## src/rtl/core/rcs_pkg.sv

```systemverilog
// shared types, opcodes and action codes of the robot command sequencer
package rcs_pkg;

   localparam int unsigned NEXT_ADDRESS_BITS = 16;
   localparam int unsigned ARGUMENT_BITS     = 13;

   // opcodes
   localparam logic [7:0] OP_START      = 8'h01;
   localparam logic [7:0] OP_WAIT       = 8'h02;
   localparam logic [7:0] OP_LED_ON     = 8'h44;
   localparam logic [7:0] OP_LED_OFF    = 8'h45;
   localparam logic [7:0] OP_TONE       = 8'h48;
   localparam logic [7:0] OP_TONE_STOP  = 8'h09;
   localparam logic [7:0] OP_MOTOR_STOP = 8'h60;
   localparam logic [7:0] OP_MOTOR_HALT = 8'h61;
   localparam logic [7:0] OP_FORWARD    = 8'h62;
   localparam logic [7:0] OP_REVERSE    = 8'h63;
   localparam logic [7:0] OP_RIGHT      = 8'h64;
   localparam logic [7:0] OP_LEFT       = 8'h65;
   localparam logic [7:0] OP_LOOP_START = 8'hC0;
   localparam logic [7:0] OP_LOOP_END   = 8'hC1;
   localparam logic [7:0] OP_END        = 8'hFF;

   // led operands
   localparam logic [7:0] LED_GREEN = 8'd1;
   localparam logic [7:0] LED_RED   = 8'd2;

   // playable note range
   localparam logic [7:0] NOTE_LOW  = 8'd45;
   localparam logic [7:0] NOTE_HIGH = 8'd81;

   localparam logic [4:0] WAIT_MS_PER_UNIT = 5'd25;
   localparam logic [6:0] DUTY_FULL_SCALE  = 7'd100;

   // action codes
   localparam logic [3:0] ACT_NONE       = 4'd0;
   localparam logic [3:0] ACT_WAIT       = 4'd1;
   localparam logic [3:0] ACT_LED_GREEN  = 4'd2;
   localparam logic [3:0] ACT_LED_RED    = 4'd3;
   localparam logic [3:0] ACT_LED_OFF    = 4'd4;
   localparam logic [3:0] ACT_TONE       = 4'd5;
   localparam logic [3:0] ACT_TONE_STOP  = 4'd6;
   localparam logic [3:0] ACT_MOTOR_STOP = 4'd7;
   localparam logic [3:0] ACT_FORWARD    = 4'd8;
   localparam logic [3:0] ACT_REVERSE    = 4'd9;
   localparam logic [3:0] ACT_RIGHT      = 4'd10;
   localparam logic [3:0] ACT_LEFT       = 4'd11;
   localparam logic [3:0] ACT_ALL_OFF    = 4'd12;

   typedef struct packed {
      logic [7:0] opcode;
      logic [7:0] operand;
   } req_type;

   typedef struct packed {
      logic [3:0]                   action;
      logic [ARGUMENT_BITS-1:0]     action_argument;
      logic [NEXT_ADDRESS_BITS-1:0] next_address;
      logic                         halted;
   } rsp_type;

   // decoder result towards the sequencing state
   typedef struct packed {
      logic [3:0]               action;
      logic [ARGUMENT_BITS-1:0] argument;
      logic                     loop_begin;
      logic                     loop_end;
   } decode_type;

endpackage

```

## src/rtl/core/rcs_decode.sv

```systemverilog
// command decoder: device action, argument and loop controls for one command
module rcs_decode (
   input  logic [7:0]          opcode,
   input  logic [7:0]          operand,
   input  logic                running,
   output rcs_pkg::decode_type decode
);

   logic [12:0] wait_ms;
   logic [14:0] duty_scaled;
   logic [14:0] duty_sum;
   logic [6:0]  duty_percent;

   // 25 * operand
   assign wait_ms = 13'(operand) * 13'(rcs_pkg::WAIT_MS_PER_UNIT);

   // operand * 100 / 255 by reciprocal: (x + (x >> 8) + 1) >> 8
   assign duty_scaled  = 15'(operand) * 15'(rcs_pkg::DUTY_FULL_SCALE);
   assign duty_sum     = duty_scaled + 15'(duty_scaled[14:8]) + 15'd1;
   assign duty_percent = duty_sum[14:8];

   always_comb begin
      decode = '0;
      if (running) begin
         unique case (opcode)
            rcs_pkg::OP_WAIT: begin
               decode.action   = rcs_pkg::ACT_WAIT;
               decode.argument = wait_ms;
            end
            rcs_pkg::OP_LED_ON: begin
               if (operand == rcs_pkg::LED_GREEN) begin
                  decode.action = rcs_pkg::ACT_LED_GREEN;
               end else if (operand == rcs_pkg::LED_RED) begin
                  decode.action = rcs_pkg::ACT_LED_RED;
               end
            end
            rcs_pkg::OP_LED_OFF:   decode.action = rcs_pkg::ACT_LED_OFF;
            rcs_pkg::OP_TONE: begin
               if (operand >= rcs_pkg::NOTE_LOW && operand <= rcs_pkg::NOTE_HIGH) begin
                  decode.action   = rcs_pkg::ACT_TONE;
                  decode.argument = 13'(operand);
               end
            end
            rcs_pkg::OP_TONE_STOP: decode.action = rcs_pkg::ACT_TONE_STOP;
            rcs_pkg::OP_MOTOR_STOP,
            rcs_pkg::OP_MOTOR_HALT: decode.action = rcs_pkg::ACT_MOTOR_STOP;
            rcs_pkg::OP_FORWARD: begin
               decode.action   = rcs_pkg::ACT_FORWARD;
               decode.argument = 13'(duty_percent);
            end
            rcs_pkg::OP_REVERSE: begin
               decode.action   = rcs_pkg::ACT_REVERSE;
               decode.argument = 13'(duty_percent);
            end
            rcs_pkg::OP_RIGHT:      decode.action = rcs_pkg::ACT_RIGHT;
            rcs_pkg::OP_LEFT:       decode.action = rcs_pkg::ACT_LEFT;
            rcs_pkg::OP_LOOP_START: decode.loop_begin = (operand != 8'd0);
            rcs_pkg::OP_LOOP_END:   decode.loop_end = 1'b1;
            rcs_pkg::OP_END:        decode.action = rcs_pkg::ACT_ALL_OFF;
            default: ;
         endcase
      end
   end

endmodule

```

## src/rtl/core/robot_command_sequencer.sv

```systemverilog
// top level of the robot command sequencer: input register, decode, state and result register
//
//  channel | ports                          | direction | moves
//  --------+--------------------------------+-----------+----------------------------------
//  req     | req_valid, req_ready, req_data | in        | one command (opcode, operand)
//  rsp     | rsp_valid, rsp_ready, rsp_data | out       | one action, argument, pc, halted
//
//  one transaction in gives exactly one transaction out, via the input register and the result register
//  throughput is one command per cycle while rsp is not stalled: decode and state update sit
//  between the input register and the result register, and the pc/loop state closes its own loop
//  reset clears both valid flags and the sequencer state (pc back to 2, after the header)
//  a stalled rsp holds the result register; the input register takes a transaction
//  when it is empty, or when its own transaction moves to the result register that cycle
module robot_command_sequencer #(
   parameter int unsigned ADDRESS_BITS = 16
) (
   input  logic             clock,
   input  logic             reset,
   input  logic             req_valid,
   output logic             req_ready,
   input  rcs_pkg::req_type req_data,
   output logic             rsp_valid,
   input  logic             rsp_ready,
   output rcs_pkg::rsp_type rsp_data
);

   localparam logic [ADDRESS_BITS-1:0] PC_RESET = ADDRESS_BITS'(2);
   localparam logic [ADDRESS_BITS-1:0] PC_STEP  = ADDRESS_BITS'(2);

   // input register
   logic             req_valid_ff, req_valid_in;
   rcs_pkg::req_type req_data_ff;

   // result register
   logic             rsp_valid_ff, rsp_valid_in;
   rcs_pkg::rsp_type rsp_data_ff, rsp_data_in;

   // sequencer state
   logic [ADDRESS_BITS-1:0] pc_ff, pc_in;
   logic                    running_ff, running_in;
   logic                    stopped_ff, stopped_in;
   logic [ADDRESS_BITS-1:0] loop_start_ff, loop_start_in;
   logic [7:0]              loop_target_ff, loop_target_in;
   logic [7:0]              loop_passes_ff, loop_passes_in;

   logic                                 advance;
   logic                                 run_now;
   logic [ADDRESS_BITS-1:0]              pc_step;
   logic [rcs_pkg::NEXT_ADDRESS_BITS-1:0] next_address;
   rcs_pkg::decode_type                  decode;

   // the command moves on when the result register is free or being drained
   assign advance   = req_valid_ff && (!rsp_valid_ff || rsp_ready);
   assign req_ready = !req_valid_ff || advance;

   assign run_now = running_ff || (req_data_ff.opcode == rcs_pkg::OP_START);
   assign pc_step = pc_ff + PC_STEP;

   rcs_decode u_decode (
      .opcode  (req_data_ff.opcode),
      .operand (req_data_ff.operand),
      .running (run_now),
      .decode  (decode)
   );

   // sequencing state for the command in the input register
   always_comb begin
      pc_in          = pc_ff;
      running_in     = running_ff;
      stopped_in     = stopped_ff;
      loop_start_in  = loop_start_ff;
      loop_target_in = loop_target_ff;
      loop_passes_in = loop_passes_ff;
      if (!stopped_ff) begin
         pc_in      = pc_step;
         running_in = run_now;
         if (decode.loop_begin) begin
            loop_start_in  = pc_step;
            loop_target_in = req_data_ff.operand;
         end
         if (decode.loop_end) begin
            // jump back while passes remain, else rearm the counter
            if (loop_passes_ff < loop_target_ff) begin
               pc_in          = loop_start_ff;
               loop_passes_in = loop_passes_ff + 8'd1;
            end else begin
               loop_passes_in = 8'd0;
            end
         end
         if (req_data_ff.opcode == rcs_pkg::OP_END) begin
            running_in = 1'b0;
            stopped_in = 1'b1;
         end
      end
   end

   // reported address is the low 16 bits of the pc, zero-extended for narrow pcs
   generate
      if (ADDRESS_BITS >= rcs_pkg::NEXT_ADDRESS_BITS) begin : g_addr_wide
         assign next_address = pc_in[rcs_pkg::NEXT_ADDRESS_BITS-1:0];
      end else begin : g_addr_narrow
         assign next_address = {{(rcs_pkg::NEXT_ADDRESS_BITS-ADDRESS_BITS){1'b0}}, pc_in};
      end
   endgenerate

   always_comb begin
      rsp_data_in.action          = stopped_ff ? rcs_pkg::ACT_NONE : decode.action;
      rsp_data_in.action_argument = stopped_ff ? '0 : decode.argument;
      rsp_data_in.next_address    = next_address;
      rsp_data_in.halted          = stopped_in;
   end

   assign req_valid_in = req_ready ? req_valid : req_valid_ff;
   assign rsp_valid_in = advance || (rsp_valid_ff && !rsp_ready);

   always_ff @(posedge clock) begin
      if (reset) begin
         req_valid_ff   <= 1'b0;
         rsp_valid_ff   <= 1'b0;
         pc_ff          <= PC_RESET;
         running_ff     <= 1'b0;
         stopped_ff     <= 1'b0;
         loop_start_ff  <= '0;
         loop_target_ff <= 8'd0;
         loop_passes_ff <= 8'd0;
      end else begin
         req_valid_ff <= req_valid_in;
         rsp_valid_ff <= rsp_valid_in;
         if (advance) begin
            pc_ff          <= pc_in;
            running_ff     <= running_in;
            stopped_ff     <= stopped_in;
            loop_start_ff  <= loop_start_in;
            loop_target_ff <= loop_target_in;
            loop_passes_ff <= loop_passes_in;
         end
      end
   end

   // payload registers
   always_ff @(posedge clock) begin
      if (req_valid && req_ready) begin
         req_data_ff <= req_data;
      end
      if (advance) begin
         rsp_data_ff <= rsp_data_in;
      end
   end

   assign rsp_valid = rsp_valid_ff;
   assign rsp_data  = rsp_data_ff;

   // a shown halted result means the sequencer state is halted too
   a_halted_state: assert property (@(posedge clock) disable iff (reset)
      rsp_valid && rsp_data.halted |-> stopped_ff)
      else $error("halted result without halted state");

   // halt is sticky until reset
   a_halt_sticky: assert property (@(posedge clock) disable iff (reset)
      stopped_ff |=> stopped_ff)
      else $error("halt state cleared without reset");

   // once halted the program counter no longer moves
   a_pc_frozen: assert property (@(posedge clock) disable iff (reset)
      stopped_ff |=> $stable(pc_ff))
      else $error("program counter moved after halt");

   // a halted result carries no action other than the final all off
   a_halted_quiet: assert property (@(posedge clock) disable iff (reset)
      rsp_valid && rsp_data.halted && rsp_data.action != rcs_pkg::ACT_ALL_OFF
      |-> rsp_data.action == rcs_pkg::ACT_NONE && rsp_data.action_argument == '0)
      else $error("action given after halt");

   // only wait, tone, forward and reverse actions carry an argument
   a_argument_owner: assert property (@(posedge clock) disable iff (reset)
      rsp_valid && rsp_data.action_argument != '0
      |-> rsp_data.action == rcs_pkg::ACT_WAIT || rsp_data.action == rcs_pkg::ACT_TONE ||
          rsp_data.action == rcs_pkg::ACT_FORWARD || rsp_data.action == rcs_pkg::ACT_REVERSE)
      else $error("argument on an action that takes none");

endmodule
```

## config.mk

```make
export PLATFORM = sky130hd
export DESIGN_NAME = robot_command_sequencer
export DESIGN_NICKNAME = d
export VERILOG_FILES = /design/src/rtl/core/rcs_pkg.sv /design/src/rtl/core/rcs_decode.sv /design/src/rtl/core/robot_command_sequencer.sv
export SDC_FILE = /design/constraint.sdc
export NUM_CORES = 1
export LEC_CHECK = 0
export BUFFER_PORTS_ARGS = -buffer_cell sky130_fd_sc_hd__buf_2
export CAP_MARGIN = 0
export CORE_MARGIN = 4
export CORE_UTILIZATION = 45
export DETAILED_ROUTE_END_ITERATION = 6
export MAX_ROUTING_LAYER = met4
export PLACE_DENSITY = 0.62
export SLEW_MARGIN = 30
export SYNTH_ARGS = -nofsm -noshare
export SYNTH_HDL_FRONTEND = slang
export SYNTH_SLANG_ARGS = --single-unit
```

## constraint.sdc

```tcl
create_clock -name clock -period 5.9 [get_ports clock]
set_clock_uncertainty 0.1 [all_clocks]
set_input_delay 0.295 -clock clock [delete_from_list [all_inputs] [get_ports clock]]
set_output_delay 0.295 -clock clock [all_outputs]
set_load 0.02 [all_outputs]
```

== Yosys cells after proc, flatten, opt, wreduce, memory -nomap -nowiden ==
Index checks and enable logic that the tools add are counted.

* Register bits: 102
* Output and inout port bits: 36

* Add/subtract/negate cells: 4
* Multiply operators: 2
* Magnitude comparators: 3
* Eq/ne operators: 17
* Multiplexer cells: 15
* Bitwise gates (word level): 2
* Reduce and logical (&&, ||, !) cells: 18

{| class="wikitable"
|+ Operators with widths
! kind !! count
|-
| equality test 8 x 7 -> 1 bit (second input constant) || 9
|-
| 2-to-1 mux 16 bit || 4
|-
| one-hot mux 4 bit (11 select lines) || 1
|-
| one-hot mux 13 bit (3 select lines) || 1
|-
| multiplier 8 x 5 -> 13 bit (second input constant) || 2
|-
| equality test 8 bit (second input constant) || 3
|-
| adder 16 x 2 -> 16 bit (second input constant) || 1
|-
| equality test 8 x 1 -> 1 bit (second input constant) || 2
|-
| equality test 8 x 2 -> 1 bit (second input constant) || 2
|-
| adder 15 x 1 -> 15 bit (second input constant) || 1
|-
| adder 15 x 7 -> 15 bit || 1
|-
| adder 8 x 1 -> 8 bit (second input constant) || 1
|-
| equality test 8 x 4 -> 1 bit (second input constant) || 1
|-
| greater-or-equal comparator 8 x 6 -> 1 bit (second input constant) || 1
|-
| <= comparator 8 x 7 -> 1 bit (second input constant) || 1
|-
| < comparator 8 bit || 1
|-
| 2-to-1 mux 8 bit || 1
|-
| nonzero test 8 bit || 1
|-
| 2-to-1 mux 2 bit || 3
|-
| AND reduction 3 bit || 2
|-
| OR reduction 2 bit || 3
|-
| 2-to-1 mux 1 bit || 5
|-
| logical AND 1 bit || 4
|-
| logical OR 1 bit || 4
|-
| other kinds (3) || 6
|}

== Longest topological paths before layout ==
* Depth after elaboration: 5
* Mapped depth: 19
* Mapped depth without buffers: 19

== By module ==
From an unflattened synthesis, not the netlist that was laid out.

* Cell total of the unflattened synthesis: 711
* Area, all modules: 6537.5 um2

{| class="wikitable"
|+ Modules (own cells, without submodules)
! module !! times used !! cells each !! area each (um2) !! sequential area each (um2)
|-
| robot_command_sequencer || 1 || 483 || 4794.6 || 2542.4
|-
| rcs_decode || 1 || 228 || 1742.9 || 0.0
|}

== Least setup slack after synthesis ==
Ideal clock, no wire load.

* Path type: register to register
* Start point: reg req_data_ff[2] (netlist name)
* End point: reg rsp_data_ff (netlist bit rsp_data[18]), data pin
* Library setup time: 257 ps
* Arrival time: 4758 ps
* Required time: 5543 ps
* Path slack: 785 ps
* Stages on the path, launching flop included: 20
* Clock period less this slack: 5115 ps
* Path through: edfxtp_1 inv_1 ha_1 ha_1 fa_1 ha_1 a21o_1 a21oi_1 o21bai_1 a21oi_1 xor2_1 inv_1 ha_1 and3_1 a311o_1 maj3_1 maj3_2 nand3_1 xnor2_1 a32o_1

* Word-level cells in the longest chain between the ends: 4
* Elaborated cells between the ends (all ways): 8

{| class="wikitable"
|+ RTL lines
! element !! line !! RTL
|-
| from (decl) || robot_command_sequencer.sv:32 || <nowiki>rcs_pkg::req_type req_data_ff;</nowiki>
|-
| from (signal assigned) || robot_command_sequencer.sv:143 || <nowiki>req_data_ff <= req_data;</nowiki>
|-
| multiplier 8 x 5 -> 13 bit (tied with other cells) || rcs_decode.sv:18 || <nowiki>assign duty_scaled = 15'(operand) * 15'(rcs_pkg::DUTY_FULL_SCALE);</nowiki>
|-
| adder 15 x 7 -> 15 bit or logical AND 1 bit (tied branches) || rcs_decode.sv:19, rcs_decode.sv:39 ||
|-
| adder 15 x 1 -> 15 bit or 2-to-1 mux 16 bit (tied branches) || rcs_decode.sv:19, rcs_decode.sv:39 ||
|-
| one-hot mux 13 bit (3 select lines) * || rcs_decode.sv:25 || <nowiki>unique case (opcode)</nowiki>
|-
| to (signal assigned) || robot_command_sequencer.sv:146 || <nowiki>rsp_data_ff <= rsp_data_in;</nowiki>
|-
| to (decl) || robot_command_sequencer.sv:36 || <nowiki>rcs_pkg::rsp_type rsp_data_ff, rsp_data_in;</nowiki>
|}

Every way passes the cells marked *; elsewhere a longest branch is shown, timed or not.
A chain may end at the register's enable or synchronous reset.

== Final worst setup path ==
Ends and elaborated chain as after synthesis.

==> flow_summary_export.csv <==
group,metric,value,unit
timing,fin_crit_sh,94.21,%
clock_network,cts_tree,"yes",
setup_path,regToRegStartpoint,"req_data_ff[2]",
timing,final_max_slew_viol_count,0,
synth,ys.warnings.count,0,
die,row_count,41,
drt,wl,12.60,mm
place,dpl.cell_count,808,
synth,synth_fa_ha_area_share,13.03,%
setup_path,cp-end-kind,"register",
setup_path,startpoint_type,"register",
die,start_util,45.88,%
place,gp_congestion,0.8599,
die,fp.dieH,121.4,µm
synth,synth-edff-count,50,
drt,post_drt_wl_per_cell,15.27,µm
synth,synth_xor_area_share,4.236,%
clock_network,numCtsBuffers,9,
drt,dr.pass1.iters,5,
timing,layout_min_cycle_time,5.559,ns
setup_path,critPathMaxFanout,8,
timing,setup_ws,0.3415,ns
power_and_ir_drop,ir_drop,246.7,µV
drt,ant_nets,0,
timing,fin_tns_setup,0,ns
synth,synthArstFlopShare,0,%
cells_and_area,fillers,1199,
synth,synth.distinct_cells,58,
place,pre_cts_ws,0.3918,ns
synth,synth.top_cell.area_share,25.93,%
outcome,status,"finished clean",
synth,synth_area,5789,µm²
synth,synth_common_cells,"nor2_1 (74), ha_1 (53), dfxtp_1 (52)",
synth,syn_avg_cell_area,9.585,µm²
hold_path,hold_class,"input port to register",
synth,synth_top_family_by_area,"simple AND/OR/NAND/NOR gates",
synth,synth-simple-area-share,17.10,%
clock_network,clock_path_buffers,2,
clock_network,cts_root_buf,"clkbuf_16",
synth,synth_area_leader_cell,"edfxtp_1",
cells_and_area,nNetsFinal,724,
timing,maxSlewHeadroom,41.23,%
die,fp.coreArea,12620,µm²
synth,ys_seq_area_share,43.92,%
drt,num_vias,4443,
grt,grt_use_total,18.22,%
grt,grt_pass1_vias,4189,
setup_path,r2r_setup_slack,0.34,ns
synth,postSynthCellCount,604,
clock_network,postCtsResizedCells,0,
cells_and_area,areaGrowthSynthToFinish,11.93,%
timing,hold_viol,0,
drt,route.detailed.vias_per_inst,5.385,
synth,ys_ff_latch,102,
clock_network,clk_latency,0.35,ns
synth,netlist_top_cells_area,"edfxtp_1 (26%), dfxtp_1 (18%), ha_1 (11%)",
setup_path,cp.buffers_inverters,2,
grt,grt_max_degree,47,
power_and_ir_drop,p_total,1.658,mW
cells_and_area,n_antenna_cell,0,
grt,grt_pass1_wl,20.65,mm
clock_network,clk_pin_slew,0.07,ns
synth,synth_nets,680,
synth,synthFlopType,"dfxtp_1",
die,floorplan.die.width,121.4,µm
drt,drcViolationCount,0,
setup_path,crit_start,"req_data_ff[2]",
drt,drt-initial-drc-count,330,
power_and_ir_drop,p_leak,2.560,nW
clock_network,htreeDepth,3,
setup_path,critical_path.max_stage_delay,0.47,ns
synth,synth_compound_area_share,14.31,%
cells_and_area,instances_no_fill,825,
setup_path,cp_cell_sequence,"inv_1 -> ha_1 -> ha_1 -> fa_1 -> ha_1 -> a21o_1 -> a21oi_1 -> o21bai_1 -> a21oi_1 -> xor2_1 -> inv_1 -> ha_1 -> and3_1 -> a311o_1 -> maj3_1 -> maj3_2 -> nand3_1 -> xnor2_1 -> a32o_1",
setup_path,r2r-end,"rsp_data[18]",
job,max_cap_violations,0,
hold_path,whs_path_depth,1,
timing,finalSetupViolations,0,
setup_path,worstRegToRegCells,19,
grt,grt_antenna_before_repair,0,
place,portBuffers,55,
timing,fmax,0.1799,GHz
place,dp_hpwl,9.070,mm
setup_path,critPathMostFrequentCell,"ha_1",
die,ios,56,
setup_path,setup.worst_path.class,"register to register",
hold_path,worstHoldStart,"req_data[12]",
die,dieArea,14740,µm²
synth,yosysMostFrequentCell,"nor2_1",
cells_and_area,layout-drive-gt1-share,12.71,%
grt,grt_overflow,0,
clock_network,clkSinkCount,102,
setup_path,path_delay_family,"adder cells",
setup_path,critPathRequiredTime,5.91,ns
setup_path,cp_data_arrival_time,5.57,ns
setup_path,cpMaxStageDelayCell,"edfxtp_1",
hold_path,hold_end,"req_data_ff[12]",
timing,tightest_slew,0.8815,ns
timing,rsz0062_at_grt,"false",
power_and_ir_drop,powerDensity,255.9,nW/µm²
synth,synth.area.mux_share,2.831,%
## flip-flops by register name, indices dropped and copies added (netlist names)
register	count
loop_passes_ff	8
loop_start_ff	16
loop_target_ff	8
pc_ff	16
req_data_ff	16
req_valid_ff	1
rsp_data	34
rsp_valid	1
running_ff	1
stopped_ff	1
## layout by cell type, fill, tap and decap left out, drive strengths merged, types with 3 or more instances in the layout
master and instances:
nand2 43, edfxtp 50, mux2i 13, a211oi 10, nand3b 5, a21oi 45
a21o 7, fa 3, o21ai 28, and2 5, nor2b 7, and3 7
nand2b 7, nor2 74, o32ai 6, ha 53, a31oi 3, xor2 11
a22oi 5, inv 36, nor3 12, o22ai 10, buf 60, or3 8
or4 3, xnor2 17, clkinv 3, mux2 3, maj3 3, nand3 14
clkbuf 9, o21bai 3, dfxtp 52, nand4 14
## per-layer routing
layer	share of wire, %	GRT usage [%]	vias up
li1	-	-	2262
met4	1.1	4.762	0
met5	0	-	-
met1	48	23.46	2089
met3	3.7	4.103	9
met2	48	29.22	83
## kinds of logic after synthesis
group / count (synthesis)
multiplexers: 16
AO/OA/AOI/OAI: 133
XOR/XNOR: 28
flip-flops: 102
adder cells (fa/ha/maj): 59
AND/OR/NAND/NOR: 205
buffers and inverters: 61
## per-stage QoR
| step | cell area [µm²] | utilization (%) | hold WS (ns) |
|---|---|---|---|
| after global placement | 6176 | 48.94 | 0.3465 |
| after detailed placement | 6177 | 48.95 | 0.3470 |
| final | 6480 | 51.35 | 0.01957 |
| after floorplan | 5789 | - | 0.2939 |
| after CTS | 6480 | 51.35 | 0.002597 |
| after global routing | 6480 | 51.35 | 0.00002792 |
## repair_timing
item,in CTS,in global routing
hold buffers,1,0
hold endpoints to repair,1,0
setup buffers,0,0
## how the worst max path moves through the flow
| stage | end | slack, ns | cells after the start |
|---|---|---|---|
| final | rsp_data[18] | 0.34 | 19 |
| after global routing | rsp_data[18] | 0.04 | 19 |
| after CTS | rsp_data[18] | 0.38 | 19 |
| after detailed placement | rsp_data[18] | 0.39 | 19 |
| after global placement | rsp_data[18] | 0.52 | 19 |
| after floorplan | rsp_data[18] | 0.79 | 19 |
## where the power goes
part / switching, mW / leakage [nW] / internal, mW
Sequential: 0.0202 / 0.886 / 0.762
Clock: 0.281 / 0.140 / 0.296
Combinational: 0.180 / 1.53 / 0.119
Total: 0.481 / 2.56 / 1.18
## layout make-up
cell class | count | area (µm²) | area share, %
Clock inverter | 7 | 67.56 | 1.043
Tap cell | 172 | 215.2 | 3.321
Clock buffer | 9 | 225.2 | 3.476
Timing Repair Buffer | 61 | 322.8 | 4.982
Inverter | 33 | 123.9 | 1.912
Multi-Input combinational cell | 441 | 2983 | 46.03
Sequential cell | 102 | 2542 | 39.24
No activity file was read; power rests on OpenSTA's default activity.
